$ cat config.mk
export PLATFORM = sky130hd
export DESIGN_NAME = block_buffer_cache_lookup
export DESIGN_NICKNAME = d
export VERILOG_FILES = /design/src/hw/rtl/bbc_pkg.sv /design/src/hw/rtl/block_buffer_cache_lookup.sv /design/src/hw/rtl/bbc_front.sv /design/src/hw/rtl/bbc_queue.sv /design/src/hw/rtl/bbc_back.sv
export SDC_FILE = /design/constraint.sdc
export NUM_CORES = 2
export LEC_CHECK = 0
export BUFFER_PORTS_ARGS = -buffer_cell sky130_fd_sc_hd__buf_2
export CELL_PAD_IN_SITES_DETAIL_PLACEMENT = 0
export CELL_PAD_IN_SITES_GLOBAL_PLACEMENT = 1
export CORE_MARGIN = 4
export CORE_UTILIZATION = 57
export DETAILED_ROUTE_END_ITERATION = 6
export PLACE_DENSITY = 0.81
export SLEW_MARGIN = 10
export SYNTH_ARGS = -nofsm -noshare
export SYNTH_HDL_FRONTEND = slang
export SYNTH_SLANG_ARGS = --single-unit
$ cat constraint.sdc
create_clock -name clk_i -period 9.5 [get_ports clk_i]
set_input_delay 0 -clock clk_i [delete_from_list [all_inputs] [get_ports clk_i]]
set_output_delay 0 -clock clk_i [all_outputs]
set_load 0.05 [all_outputs]
$ cat src/hw/rtl/bbc_pkg.sv
// Shared constants, types and the LFSR helper function of the block buffer cache lookup.
`timescale 1ns / 1ps
`default_nettype none

package bbc_pkg;

  // Field widths of the stream beats.
  localparam int unsigned BlockW     = 10;
  localparam int unsigned LimitW     = 11;
  localparam int unsigned SlotFieldW = 7;
  localparam int unsigned InDataW    = 16;
  localparam int unsigned OutDataW   = 24;

  // Reset value of the block limit register.
  localparam logic [LimitW-1:0] LimitReset = 11'd1000;

  // Default directory size.
  localparam int unsigned Slots = 128;

  // Victim selection LFSR (Galois form).
  localparam int unsigned        LfsrW    = 16;
  localparam logic [LfsrW-1:0]   LfsrSeed = 16'hACE1;
  localparam logic [LfsrW-1:0]   LfsrMask = 16'hB400;

  // Depth of the queue between the front and the back.
  localparam int unsigned QueueDepth = 2;

  // One classified access as it travels from the front to the back.
  typedef struct packed {
    logic              is_err;
    logic              is_write;
    logic [BlockW-1:0] blk;
  } item_t;

  // Sequencer states of the lookup engine.
  typedef enum logic [2:0] {
    BK_IDLE,
    BK_SCAN,
    BK_MOD,
    BK_REM,
    BK_VREAD,
    BK_DONE
  } bk_state_e;

  // One step of the victim LFSR.
  function automatic logic [LfsrW-1:0] lfsr_step(input logic [LfsrW-1:0] v);
    logic [LfsrW-1:0] s;
    s = v >> 1;
    if (v[0]) begin
      s = s ^ LfsrMask;
    end
    return s;
  endfunction

endpackage

`default_nettype wire

$ cat src/hw/rtl/block_buffer_cache_lookup.sv
// Top level of the block buffer cache lookup: front end, queue and lookup engine.
//
// Usage: each beat on the s_axis channel is one access (block number in tdata,
// read/write kind in tuser). Each access produces exactly one result beat on
// m_axis, in order. The block limit is written over the cfg channel, which is
// always ready; write it only while no access is in flight.
// Flow: an out-of-range access skips the lookup. A lookup reads the tag store
// one slot a cycle and stops at the first hit; a miss reads every slot. A miss
// with no free slot then reduces the LFSR modulo SLOTS with a reciprocal
// multiply and fetches the victim's tag. One access is worked on at a time;
// the front end and a two-entry queue keep taking beats meanwhile.
// Reset clears all valid and dirty marks, reloads the LFSR seed and sets the
// block limit to 1000; the tag store needs no clearing.
// When the receiver stalls, the finished result waits in the output register,
// the engine holds its next result, and the queue fills until s_axis_tready
// drops.
`timescale 1ns / 1ps
`default_nettype none

module block_buffer_cache_lookup #(
  parameter int unsigned SLOTS = bbc_pkg::Slots
) (
  input  wire                           clk_i,
  input  wire                           rst_ni,
  // Configuration: block limit.
  input  wire                           cfg_valid_i,
  output logic                          cfg_ready_o,
  input  wire [bbc_pkg::LimitW-1:0]     cfg_data_i,
  // Access stream.
  input  wire                           s_axis_tvalid_i,
  output logic                          s_axis_tready_o,
  input  wire [bbc_pkg::InDataW-1:0]    s_axis_tdata_i,   // [9:0] block_number, [15:10] zero
  input  wire [0:0]                     s_axis_tuser_i,   // [0] kind
  // Result stream.
  output logic                          m_axis_tvalid_o,
  input  wire                           m_axis_tready_i,
  // [6:0] slot, [7] hit, [8] fill_needed, [9] writeback_valid,
  // [19:10] writeback_block, [23:20] zero
  output logic [bbc_pkg::OutDataW-1:0]  m_axis_tdata_o,
  output logic [0:0]                    m_axis_tuser_o    // [0] error
);

  logic           fr_valid, fr_ready;
  bbc_pkg::item_t fr_item;
  logic           bk_valid, bk_ready;
  bbc_pkg::item_t bk_item;

  bbc_front u_front (
    .clk_i           (clk_i),
    .rst_ni          (rst_ni),
    .cfg_valid_i     (cfg_valid_i),
    .cfg_ready_o     (cfg_ready_o),
    .cfg_data_i      (cfg_data_i),
    .s_axis_tvalid_i (s_axis_tvalid_i),
    .s_axis_tready_o (s_axis_tready_o),
    .s_axis_tdata_i  (s_axis_tdata_i),
    .s_axis_tuser_i  (s_axis_tuser_i[0]),
    .item_valid_o    (fr_valid),
    .item_ready_i    (fr_ready),
    .item_o          (fr_item)
  );

  bbc_queue u_queue (
    .clk_i        (clk_i),
    .rst_ni       (rst_ni),
    .push_valid_i (fr_valid),
    .push_ready_o (fr_ready),
    .push_item_i  (fr_item),
    .pop_valid_o  (bk_valid),
    .pop_ready_i  (bk_ready),
    .pop_item_o   (bk_item)
  );

  bbc_back #(
    .SLOTS (SLOTS)
  ) u_back (
    .clk_i           (clk_i),
    .rst_ni          (rst_ni),
    .item_valid_i    (bk_valid),
    .item_ready_o    (bk_ready),
    .item_i          (bk_item),
    .m_axis_tvalid_o (m_axis_tvalid_o),
    .m_axis_tready_i (m_axis_tready_i),
    .m_axis_tdata_o  (m_axis_tdata_o),
    .m_axis_tuser_o  (m_axis_tuser_o[0])
  );

endmodule

`default_nettype wire

$ cat src/hw/rtl/bbc_front.sv
// Front end: holds the block limit register and classifies incoming accesses.
`timescale 1ns / 1ps
`default_nettype none

module bbc_front (
  input  wire                           clk_i,
  input  wire                           rst_ni,
  // Configuration write channel.
  input  wire                           cfg_valid_i,
  output logic                          cfg_ready_o,
  input  wire [bbc_pkg::LimitW-1:0]     cfg_data_i,
  // Access stream.
  input  wire                           s_axis_tvalid_i,
  output logic                          s_axis_tready_o,
  input  wire [bbc_pkg::InDataW-1:0]    s_axis_tdata_i,
  input  wire                           s_axis_tuser_i,
  // Classified items toward the queue.
  output logic                          item_valid_o,
  input  wire                           item_ready_i,
  output bbc_pkg::item_t                item_o
);

  logic [bbc_pkg::LimitW-1:0] limit_q, limit_d;
  logic [bbc_pkg::BlockW-1:0] blk;

  // The limit register takes every write beat.
  assign cfg_ready_o = 1'b1;
  assign limit_d     = (cfg_valid_i && cfg_ready_o) ? cfg_data_i : limit_q;

  always_ff @(posedge clk_i or negedge rst_ni) begin
    if (!rst_ni) begin
      limit_q <= bbc_pkg::LimitReset;
    end else begin
      limit_q <= limit_d;
    end
  end

  // Block numbers at or above the limit are marked as errors.
  assign blk = s_axis_tdata_i[bbc_pkg::BlockW-1:0];

  always_comb begin
    item_o.is_err   = ({1'b0, blk} >= limit_q);
    item_o.is_write = s_axis_tuser_i;
    item_o.blk      = blk;
  end

  assign item_valid_o    = s_axis_tvalid_i;
  assign s_axis_tready_o = item_ready_i;

endmodule

`default_nettype wire

$ cat src/hw/rtl/bbc_queue.sv
// Short FIFO that decouples the front end from the lookup engine.
`timescale 1ns / 1ps
`default_nettype none

module bbc_queue (
  input  wire             clk_i,
  input  wire             rst_ni,
  input  wire             push_valid_i,
  output logic            push_ready_o,
  input  bbc_pkg::item_t  push_item_i,
  output logic            pop_valid_o,
  input  wire             pop_ready_i,
  output bbc_pkg::item_t  pop_item_o
);

  localparam int unsigned Depth = bbc_pkg::QueueDepth;
  localparam int unsigned PtrW  = (Depth > 1) ? $clog2(Depth) : 1;
  localparam int unsigned CntW  = $clog2(Depth + 1);

  bbc_pkg::item_t  mem_q [Depth];
  logic [PtrW-1:0] wr_ptr_q, wr_ptr_d;
  logic [PtrW-1:0] rd_ptr_q, rd_ptr_d;
  logic [CntW-1:0] count_q, count_d;
  logic            push, pop;

  assign push_ready_o = (count_q != CntW'(Depth));
  assign pop_valid_o  = (count_q != '0);
  assign pop_item_o   = mem_q[rd_ptr_q];
  assign push         = push_valid_i && push_ready_o;
  assign pop          = pop_valid_o && pop_ready_i;

  // Pointer and fill count bookkeeping.
  always_comb begin
    wr_ptr_d = wr_ptr_q;
    rd_ptr_d = rd_ptr_q;
    count_d  = count_q;
    if (push) begin
      wr_ptr_d = (wr_ptr_q == PtrW'(Depth - 1)) ? '0 : wr_ptr_q + PtrW'(1);
    end
    if (pop) begin
      rd_ptr_d = (rd_ptr_q == PtrW'(Depth - 1)) ? '0 : rd_ptr_q + PtrW'(1);
    end
    if (push && !pop) begin
      count_d = count_q + CntW'(1);
    end else if (pop && !push) begin
      count_d = count_q - CntW'(1);
    end
  end

  always_ff @(posedge clk_i or negedge rst_ni) begin
    if (!rst_ni) begin
      wr_ptr_q <= '0;
      rd_ptr_q <= '0;
      count_q  <= '0;
    end else begin
      wr_ptr_q <= wr_ptr_d;
      rd_ptr_q <= rd_ptr_d;
      count_q  <= count_d;
    end
  end

  // Entry storage.
  always_ff @(posedge clk_i) begin
    if (push) begin
      mem_q[wr_ptr_q] <= push_item_i;
    end
  end

endmodule

`default_nettype wire

$ cat src/hw/rtl/bbc_back.sv
// Lookup engine: scans the slot directory, picks a free slot or a victim, drives results.
`timescale 1ns / 1ps
`default_nettype none

module bbc_back #(
  parameter int unsigned SLOTS = bbc_pkg::Slots
) (
  input  wire                             clk_i,
  input  wire                             rst_ni,
  // Items from the queue.
  input  wire                             item_valid_i,
  output logic                            item_ready_o,
  input  bbc_pkg::item_t                  item_i,
  // Result stream.
  output logic                            m_axis_tvalid_o,
  input  wire                             m_axis_tready_i,
  output logic [bbc_pkg::OutDataW-1:0]    m_axis_tdata_o,
  output logic                            m_axis_tuser_o
);

  localparam int unsigned SlotW = (SLOTS > 1) ? $clog2(SLOTS) : 1;
  localparam logic [SlotW-1:0] LastSlot = SlotW'(SLOTS - 1);
  localparam int unsigned BlockW = bbc_pkg::BlockW;
  localparam int unsigned PadW   = bbc_pkg::OutDataW - bbc_pkg::SlotFieldW - 3 - BlockW;
  localparam int unsigned LfsrW  = bbc_pkg::LfsrW;
  localparam int unsigned ProdW  = 2 * LfsrW;
  // Reciprocal of SLOTS scaled by 2^LfsrW, rounded down.
  localparam logic [LfsrW-1:0] SlotsRecip = LfsrW'((2 ** LfsrW) / SLOTS);
  localparam logic [LfsrW-1:0] SlotsVal   = LfsrW'(SLOTS);

  bbc_pkg::bk_state_e          state_q, state_d;
  bbc_pkg::item_t              item_q, item_d;
  logic [SlotW-1:0]            rd_idx_q, rd_idx_d;
  logic                        issued_all_q, issued_all_d;
  logic                        cmp_v_q, cmp_v_d;
  logic                        cmp_vld_q, cmp_vld_d;
  logic [SlotW-1:0]            cmp_idx_q, cmp_idx_d;
  logic                        free_found_q, free_found_d;
  logic [SlotW-1:0]            free_idx_q, free_idx_d;
  logic                        hit_q, hit_d;
  logic                        evict_q, evict_d;
  logic [SlotW-1:0]            slot_q, slot_d;
  logic [LfsrW-1:0]            lfsr_q, lfsr_d;
  logic [LfsrW-1:0]            quot_q, quot_d;
  logic [SLOTS-1:0]            valid_vec_q, valid_vec_d;
  logic [SLOTS-1:0]            dirty_vec_q, dirty_vec_d;

  logic                        out_valid_q, out_valid_d;
  logic                        out_err_q, out_err_d;
  logic [SlotW-1:0]            out_slot_q, out_slot_d;
  logic                        out_hit_q, out_hit_d;
  logic                        out_fill_q, out_fill_d;
  logic                        out_wbv_q, out_wbv_d;
  logic [BlockW-1:0]           out_wbb_q, out_wbb_d;

  // Tag store and its registered read port.
  logic [BlockW-1:0]           tag_mem [SLOTS];
  logic [BlockW-1:0]           tag_q;
  logic                        rd_en;
  logic [SlotW-1:0]            rd_addr;
  logic                        mem_we;

  logic                        match;
  logic [ProdW-1:0]            quot_prod;
  logic [ProdW-1:0]            back_prod;
  logic [LfsrW-1:0]            rem_raw;
  logic [LfsrW-1:0]            rem_fix;
  logic                        wb_valid;

  assign match    = cmp_vld_q && (tag_q == item_q.blk);
  assign wb_valid = evict_q && dirty_vec_q[slot_q];

  // LFSR modulo SLOTS: the reciprocal estimate of the quotient is low by at most
  // one, so a single compare and subtract finishes the remainder.
  assign quot_prod = ProdW'(lfsr_q) * ProdW'(SlotsRecip);
  assign back_prod = ProdW'(quot_q) * ProdW'(SlotsVal);
  assign rem_raw   = lfsr_q - back_prod[LfsrW-1:0];
  assign rem_fix   = (rem_raw >= SlotsVal) ? rem_raw - SlotsVal : rem_raw;

  // Sequencer: next state, directory updates and result capture.
  always_comb begin
    state_d      = state_q;
    item_d       = item_q;
    rd_idx_d     = rd_idx_q;
    issued_all_d = issued_all_q;
    free_found_d = free_found_q;
    free_idx_d   = free_idx_q;
    hit_d        = hit_q;
    evict_d      = evict_q;
    slot_d       = slot_q;
    lfsr_d       = lfsr_q;
    quot_d       = quot_q;
    valid_vec_d  = valid_vec_q;
    dirty_vec_d  = dirty_vec_q;
    out_err_d    = out_err_q;
    out_slot_d   = out_slot_q;
    out_hit_d    = out_hit_q;
    out_fill_d   = out_fill_q;
    out_wbv_d    = out_wbv_q;
    out_wbb_d    = out_wbb_q;
    out_valid_d  = out_valid_q && !m_axis_tready_i;
    item_ready_o = 1'b0;
    rd_en        = 1'b0;
    rd_addr      = rd_idx_q;
    mem_we       = 1'b0;

    unique case (state_q)
      bbc_pkg::BK_IDLE: begin
        if (item_valid_i) begin
          item_ready_o = 1'b1;
          item_d       = item_i;
          hit_d        = 1'b0;
          evict_d      = 1'b0;
          slot_d       = '0;
          rd_idx_d     = '0;
          issued_all_d = 1'b0;
          free_found_d = 1'b0;
          state_d      = item_i.is_err ? bbc_pkg::BK_DONE : bbc_pkg::BK_SCAN;
        end
      end

      bbc_pkg::BK_SCAN: begin
        // Issue one tag read a cycle until the last slot is out.
        if (!issued_all_q) begin
          rd_en        = 1'b1;
          rd_idx_d     = rd_idx_q + SlotW'(1);
          issued_all_d = (rd_idx_q == LastSlot);
        end
        // Compare the tag read in the cycle before.
        if (cmp_v_q) begin
          if (match) begin
            hit_d   = 1'b1;
            slot_d  = cmp_idx_q;
            state_d = bbc_pkg::BK_DONE;
          end else begin
            if (!cmp_vld_q && !free_found_q) begin
              free_found_d = 1'b1;
              free_idx_d   = cmp_idx_q;
            end
            if (cmp_idx_q == LastSlot) begin
              if (free_found_q) begin
                slot_d  = free_idx_q;
                state_d = bbc_pkg::BK_DONE;
              end else if (!cmp_vld_q) begin
                slot_d  = cmp_idx_q;
                state_d = bbc_pkg::BK_DONE;
              end else begin
                // Directory full: advance the LFSR and reduce it modulo SLOTS.
                lfsr_d  = bbc_pkg::lfsr_step(lfsr_q);
                evict_d = 1'b1;
                state_d = bbc_pkg::BK_MOD;
              end
            end
          end
        end
      end

      bbc_pkg::BK_MOD: begin
        // Quotient estimate of the new LFSR value.
        quot_d  = quot_prod[ProdW-1:LfsrW];
        state_d = bbc_pkg::BK_REM;
      end

      bbc_pkg::BK_REM: begin
        // Corrected remainder names the victim slot.
        slot_d  = rem_fix[SlotW-1:0];
        state_d = bbc_pkg::BK_VREAD;
      end

      bbc_pkg::BK_VREAD: begin
        // Fetch the victim's tag for a possible write-back.
        rd_en   = 1'b1;
        rd_addr = slot_q;
        state_d = bbc_pkg::BK_DONE;
      end

      bbc_pkg::BK_DONE: begin
        if (!out_valid_q || m_axis_tready_i) begin
          out_valid_d = 1'b1;
          out_err_d   = item_q.is_err;
          out_slot_d  = slot_q;
          out_hit_d   = hit_q;
          out_fill_d  = !item_q.is_err && !hit_q;
          out_wbv_d   = wb_valid;
          out_wbb_d   = wb_valid ? tag_q : '0;
          if (!item_q.is_err) begin
            if (hit_q) begin
              if (item_q.is_write) begin
                dirty_vec_d[slot_q] = 1'b1;
              end
            end else begin
              valid_vec_d[slot_q] = 1'b1;
              dirty_vec_d[slot_q] = item_q.is_write;
              mem_we              = 1'b1;
            end
          end
          state_d = bbc_pkg::BK_IDLE;
        end
      end

      default: begin
        state_d = bbc_pkg::BK_IDLE;
      end
    endcase

    cmp_v_d   = rd_en && (state_q == bbc_pkg::BK_SCAN);
    cmp_vld_d = valid_vec_q[rd_idx_q];
    cmp_idx_d = rd_idx_q;
  end

  always_ff @(posedge clk_i or negedge rst_ni) begin
    if (!rst_ni) begin
      state_q      <= bbc_pkg::BK_IDLE;
      rd_idx_q     <= '0;
      issued_all_q <= 1'b0;
      cmp_v_q      <= 1'b0;
      free_found_q <= 1'b0;
      lfsr_q       <= bbc_pkg::LfsrSeed;
      valid_vec_q  <= '0;
      dirty_vec_q  <= '0;
      out_valid_q  <= 1'b0;
    end else begin
      state_q      <= state_d;
      rd_idx_q     <= rd_idx_d;
      issued_all_q <= issued_all_d;
      cmp_v_q      <= cmp_v_d;
      free_found_q <= free_found_d;
      lfsr_q       <= lfsr_d;
      valid_vec_q  <= valid_vec_d;
      dirty_vec_q  <= dirty_vec_d;
      out_valid_q  <= out_valid_d;
    end
  end

  // Payload registers.
  always_ff @(posedge clk_i) begin
    item_q     <= item_d;
    cmp_vld_q  <= cmp_vld_d;
    cmp_idx_q  <= cmp_idx_d;
    free_idx_q <= free_idx_d;
    hit_q      <= hit_d;
    evict_q    <= evict_d;
    slot_q     <= slot_d;
    quot_q     <= quot_d;
    out_err_q  <= out_err_d;
    out_slot_q <= out_slot_d;
    out_hit_q  <= out_hit_d;
    out_fill_q <= out_fill_d;
    out_wbv_q  <= out_wbv_d;
    out_wbb_q  <= out_wbb_d;
  end

  // Tag store: one write port, one registered read port.
  always_ff @(posedge clk_i) begin
    if (mem_we) begin
      tag_mem[slot_q] <= item_q.blk;
    end
    if (rd_en) begin
      tag_q <= tag_mem[rd_addr];
    end
  end

  assign m_axis_tvalid_o = out_valid_q;
  assign m_axis_tuser_o  = out_err_q;
  assign m_axis_tdata_o  = {{PadW{1'b0}}, out_wbb_q, out_wbv_q, out_fill_q, out_hit_q,
                            bbc_pkg::SlotFieldW'(out_slot_q)};

endmodule

`default_nettype wire

After elaboration in Yosys (flattened, before gate mapping)
Memory sizes are Yosys's and may differ from the RTL's. A register that Yosys moved wholly into a read port is not among the register bits.
Cells that the tools add are included.
- bits in registers: 367
- bits in latches: 0
- memory bits (writable): 1304
- bits in read-only memories: 0
- input port bits: 33
- output and inout port bits: 28
- logic and storage cells: 174
- memories kept: 2
- add/subtract/negate cells: 7
- multiply operators: 0
- div/mod/pow operators: 0
- magnitude comparators: 5
- eq/ne operators: 22
- shift-type cells: 0
- multiplexer cells: 64
- bitwise gates (word level): 7
- reduce and logical (&&, ||, !) cells: 38
- memories (name ; depth ; width ; rd ports ; clocked after memory_dff ; wr ports ; line ; source):
    u_back.tag_mem ; 128 ; 10 ; 1 ; 1 ; 1 ; bbc_back.sv:57 ; logic [BlockW-1:0] tag_mem [SLOTS];
    u_queue.mem_q ; 2 ; 12 ; 1 ; 0 ; 1 ; bbc_queue.sv:20 ; bbc_pkg::item_t mem_q [Depth];
- operator list (operator ; number):
    $mux 128 ; 2
    $or 128x128->128 ; 2
    $bwmux 128 ; 1
    $mux 7 ; 9
    $mux 1 ; 30
    $mux 3 ; 8
    $pmux 7 s3 ; 1
    $reduce_and 4->1 ; 5
    $pmux 3 s6 ; 1
    $ge 16x8->1 const B ; 1
    $lt 7x8->1 const B ; 2
    $mux 16 ; 1
    $sub 16x16->16 ; 1
    $bmux 1 s7 ; 2
    $eq 7x7->1 const B ; 2
    $ne 2x1->1 const B ; 7
    $pmux 7 s2 ; 1
    $ge 10x11->1 ; 1
    $logic_and 1x1->1 ; 11
    $eq 10x10->1 ; 1
    $ne 2x2->1 const B ; 5
    $pmux 1 s2 ; 5
    $reduce_and 5->1 ; 2
    $logic_not 1->1 ; 8
    other kinds (23) ; 34

Logic depth before layout (Yosys ltp)
- word-level depth: 7
- gate-level depth with buffers: 15

By module
Synthesis repeated with hierarchy kept, for this count alone.
- cell total of the unflattened synthesis: 4288
- area total of the unflattened synthesis: 67467.2 um2
- by module, submodules not included (module ; instances ; cells an instance ; area an instance (um2)):
    bbc_back ; 1 ; 4153 ; 65638.0
    bbc_queue ; 1 ; 55 ; 1078.5
    bbc_front ; 1 ; 80 ; 750.7

Worst setup path after synthesis
No wires, ideal clock.
- path type: register to register
- from: reg u_back.item_q[7] (netlist name)
- to: reg u_back.lfsr_q[14]
- arrival time: 3.696 ns
- setup slack: 5.679 ns
- stages on the path, launching flop included: 9
- period minus slack after synthesis: 3.821 ns
- cells stage by stage: edfxtp_1 > xnor2_1 > nand4_1 > nor3_1 > nor3b_1 > nand2_1 > nor2_1 > clkbuf_1 > mux2_2
- longest elaborated chain between the ends: 4
- ends and longest elaborated chain (what ; line ; source):
    from (decl) ; bbc_back.sv:32 ; bbc_pkg::item_t item_q, item_d;
    from (signal assigned) ; bbc_back.sv:237 ; item_q <= item_d;
    $eq 10x10->1 ; bbc_back.sv:70 ; assign match = cmp_vld_q && (tag_q == item_q.blk);
    $logic_and 1x1->1 ; bbc_back.sv:70 ;
    $not 1->1 (no source line) ; n/a ;
    $reduce_and 6->1 (no source line) ; n/a ;
    to (signal assigned) ; bbc_back.sv:218 ; lfsr_q <= bbc_pkg::LfsrSeed;
    to (signal assigned) ; bbc_back.sv:228 ; lfsr_q <= lfsr_d;
    to (decl) ; bbc_back.sv:43 ; logic [LfsrW-1:0] lfsr_q, lfsr_d;
Every way passes these cells.
A chain may end at the register's enable or synchronous reset.

Worst setup path in the final report
- from: reg u_back.state_q[0]
- to: reg u_back.tag_q[6], read port of u_back.tag_mem, data pin
- longest elaborated chain between the ends: 2
- elaborated cells between the ends (all ways): 4
- ends and longest elaborated chain (what ; line ; source):
    from (decl) ; bbc_back.sv:31 ; bbc_pkg::bk_state_e state_q, state_d;
    from (signal assigned) ; bbc_back.sv:213 ; state_q <= bbc_pkg::BK_IDLE;
    from (signal assigned) ; bbc_back.sv:223 ; state_q <= state_d;
    $eq 3x3->1 / $eq 3x1->1 (equally long branches) ; bbc_back.sv:107 ; unique case (state_q)
    $pmux 1 s2 / $mux 7 (equally long branches) ; bbc_back.sv:107 ;
    to (decl) ; bbc_back.sv:58 ; logic [BlockW-1:0] tag_q;
Several ways; a longest one is shown, not always the timed one.

==> metrics.txt <==
status finished, final reports clean; final std cells w/o fill 6623; DRT antenna net count 0; synthesis-stage register bit count around 1700; initial antenna violation count 7; WP buf/inv 3; multi-input logic area around 17000 um^2; DRC viols 0; Post-Route WL 178200 um; final hold vios 0; fillers 8164; Worst EP required 10.02 ns; Sw Share between 30% and 40%; detailed-route vias per instance 6.308; crit path DAT 5.92 ns; Setup CP Type reg -> reg; RSZ-0062 raised after global routing no; FMAX 185.2 MHz; slew margin rel. 16.74%; Tmin final 5.400 ns; gr busiest metal met2; CP Cell Sequence or3b_1 -> buf_4 -> mux2_8 -> buf_4 -> nor2_2 -> buf_4 -> a22o_1 -> a2111oi_1 -> a311oi_1 -> and4_1; TritonCTS clock tree done; worst hold-check path type in -> reg; register area share after synthesis around 73%; Nets 5000; die area 123100 um^2; Sink Count 1672; initial drt markers around 5600; post-CTS sizing 0; Max-Cap Viols 0; first-pass GRT wire length 264700 um; grt total ovfl 0; CP max stage cell a2111oi_1; Critical Path End Type flop; CP peak stage delay 1.00 ns; I/O Pins 61; met1 Use GR a little over two fifths; CTS clk-pin slew, worst paths 0.06 ns; met3 Usage GRT 6.178%; vias in the first global route 40553; Yosys Warn Count 0; placed cells 6252; maximum VDD drop 0.3320 mV; Critical Path Start u_back.state_q[0]; Synth Area per Inst 14.09 um^2; combinational power share between 30% and 40%; DP Wirelength roughly 100000 um; gate count after technology mapping 4756; Std-Cell Core Area 116500 um^2; Hold Startpoint s_axis_tdata_i[9]; die height 350.9 um; Async SR Flop Fraction a little under a fifth; final setup violating endpoints 0; critical path fanouts, max 63; Layout Skew 0.02464 ns; pwr dens ~300 nW/um^2; Netlist cell types 65; worst slew pin tran 1.217 ns; Area growth syn-to-layout 12.63%; Worst R2R Start u_back.state_q[0]; layout cells sized above 1 16.81%; routed len/inst 26.91 um; Final Hold Slack approximately 0.034 ns; Post-synth top flop edfxtp_1; Die Wd 350.9 um; area of the mapped netlist 67010 um^2; Switch Pwr 8.121 mW; most frequent cells in the layout edfxtp_1, nand2_1, a21oi_1; CP delay by family, top compound AO/OA/AOI/OAI gates; Final Core Density between 60% and 70%; fin crit share 56.84%; Seq. cell area 48640 um^2; CTS Hold Buffers Added 63; Leakage about 27 nW; via count between 40000 and 50000; Post-CTS Setup Bufs 0; part of the power in registers between 40% and 50%; max-slew violation count 0; IO buf count 49; Std-Cell Rows 125; All-Layer GR Usage 29.20%; H-tree levels 4; Initial Util roughly 58%; Crit path top cell by count buf_4; design internal power 14.52 mW; Worst setup SP type flop; total CTS buffers 162; met2 Track Usage GR 44.82%; clock power share 27.5%; Post-synth EDFFs about 1400; CTS root buf clkbuf_16; most common cell after layout, fill and taps aside edfxtp_1; largest net degree at the start of global routing ~180; Fin Setup TNS 0 ns; Design Power 22.64 mW; DR pass1 iterations 6; clock tree buffer depth 3; latest clock arrival within the worst-skew pair 0.76 ns; RePlAce Congestion 0.8324
## area by class of cell
cell class,count,area share [%]
flip-flops and latches,1672,64.45
multi-input cells,2753,22.48
clock buffers,220,5.877
repair buffers,351,3.641
well taps,1524,2.527
clock inverters,81,0.9234
inverters,15,0.07460
diodes,7,0.02321
## flip-flops by register name, indices dropped and copies added (netlist names), 2 cells and up
signal              cells
u_back.cmp_idx_d        7
u_back.cmp_idx_q        7
u_back.dirty_vec_q    128
u_back.free_idx_q       7
u_back.item_q          12
u_back.lfsr_q          16
u_back.out_slot_q       7
u_back.out_wbb_q       10
u_back.slot_q           7
u_back.state_q          3
u_back.tag_mem       1280
u_back.tag_q           10
u_back.valid_vec_q    128
u_front.limit_q        11
u_queue.count_q         2
u_queue.mem_q          24
## cell usage after synthesis, types with 5 or more instances
| cell | count | area (um^2) |
|---|---|---|
| or2_2 | 130 | 813.3 |
| nand3b_1 | 5 | 37.54 |
| and3_1 | 26 | 162.7 |
| a22o_1 | 28 | 245.2 |
| xor2_1 | 7 | 61.31 |
| buf_2 | 66 | 330.3 |
| o21ai_0 | 42 | 210.2 |
| a21o_1 | 7 | 52.55 |
| buf_1 | 33 | 123.9 |
| a31oi_1 | 39 | 244.0 |
| mux4_2 | 128 | 2883 |
| inv_1 | 14 | 52.55 |
| nor3_1 | 139 | 695.7 |
| mux2i_1 | 105 | 1051 |
| ha_1 | 12 | 150.1 |
| nand2_1 | 835 | 3134 |
| o221ai_1 | 5 | 43.79 |
| nand3_1 | 321 | 1607 |
| a21oi_1 | 417 | 2087 |
| nor2b_1 | 9 | 56.30 |
| dfxtp_1 | 8 | 160.2 |
| a41o_1 | 7 | 70.07 |
| a22oi_1 | 67 | 503.0 |
| nand4_1 | 24 | 150.1 |
| dfrtp_1 | 287 | 7182 |
| buf_4 | 20 | 150.1 |
| mux4_1 | 5 | 131.4 |
| nand2b_1 | 9 | 56.30 |
| a2111oi_0 | 34 | 297.8 |
| a311oi_1 | 8 | 70.07 |
| buf_6 | 8 | 90.09 |
| edfxtp_1 | 1363 | 40930 |
| o22ai_1 | 39 | 244.0 |
| dfstp_2 | 14 | 367.9 |
| clkbuf_1 | 186 | 698.2 |
| and2_1 | 15 | 93.84 |
| mux2_2 | 34 | 382.9 |
| nor2_1 | 176 | 660.6 |
| nor4_1 | 17 | 106.4 |
| and4_1 | 8 | 70.07 |
| xnor2_1 | 15 | 131.4 |
## power groups by stage
stage	registers (mW)	logic, mW	clock network (mW)
6_report	9.30	7.11	6.23
2_1_floorplan	9.60	4.29	0
4_1_cts	9.28	7.06	6.29
3_3_place_gp	9.41	6.91	0
5_1_grt	9.32	7.59	6.63
3_5_place_dp	9.42	7.01	0
## routing by layer
metal	wire, um	up-vias
li1	-	18141
met4	6012	2
met3	18500	333
met5	13	-
met2	82820	2203
met1	70890	21097
## path summary, 6_finish.rpt
path / endpoint / slack [ns] / depth (start not counted)
min in group asynchronous: u_front.limit_q[6] / 0.41 / 3
worst max-delay path: u_back.tag_q[6] / 4.10 / 10
worst max register to register: u_back.tag_q[6] / 4.10 / 10
max in group asynchronous: u_back.valid_vec_q[32] / 8.08 / 4
worst min register to register: u_back.valid_vec_q[36] / 0.46 / 1
worst min-delay path: u_queue.mem_q[1][9] / 0.03 / 2
## through the flow
step,setup WS [ns],instance area (um^2)
CTS,4.168,75450
detailed placement,4.196,69670
floorplan,5.679,67020
global placement,4.242,69670
global route,4.086,75460
finish,4.100,75470
## cell families after synthesis
logic type | count (synthesis) | share of synthesized area, %
flops | 1672 | 72.59
mux | 272 | 6.638
xor+xnor | 22 | 0.2876
compound gates | 713 | 6.332
buf+inv | 334 | 2.327
fa+ha+maj | 12 | 0.2241
other cells | 2 | 0.01121
simple gates | 1729 | 11.59
No activity file was read; power rests on OpenSTA's default activity.
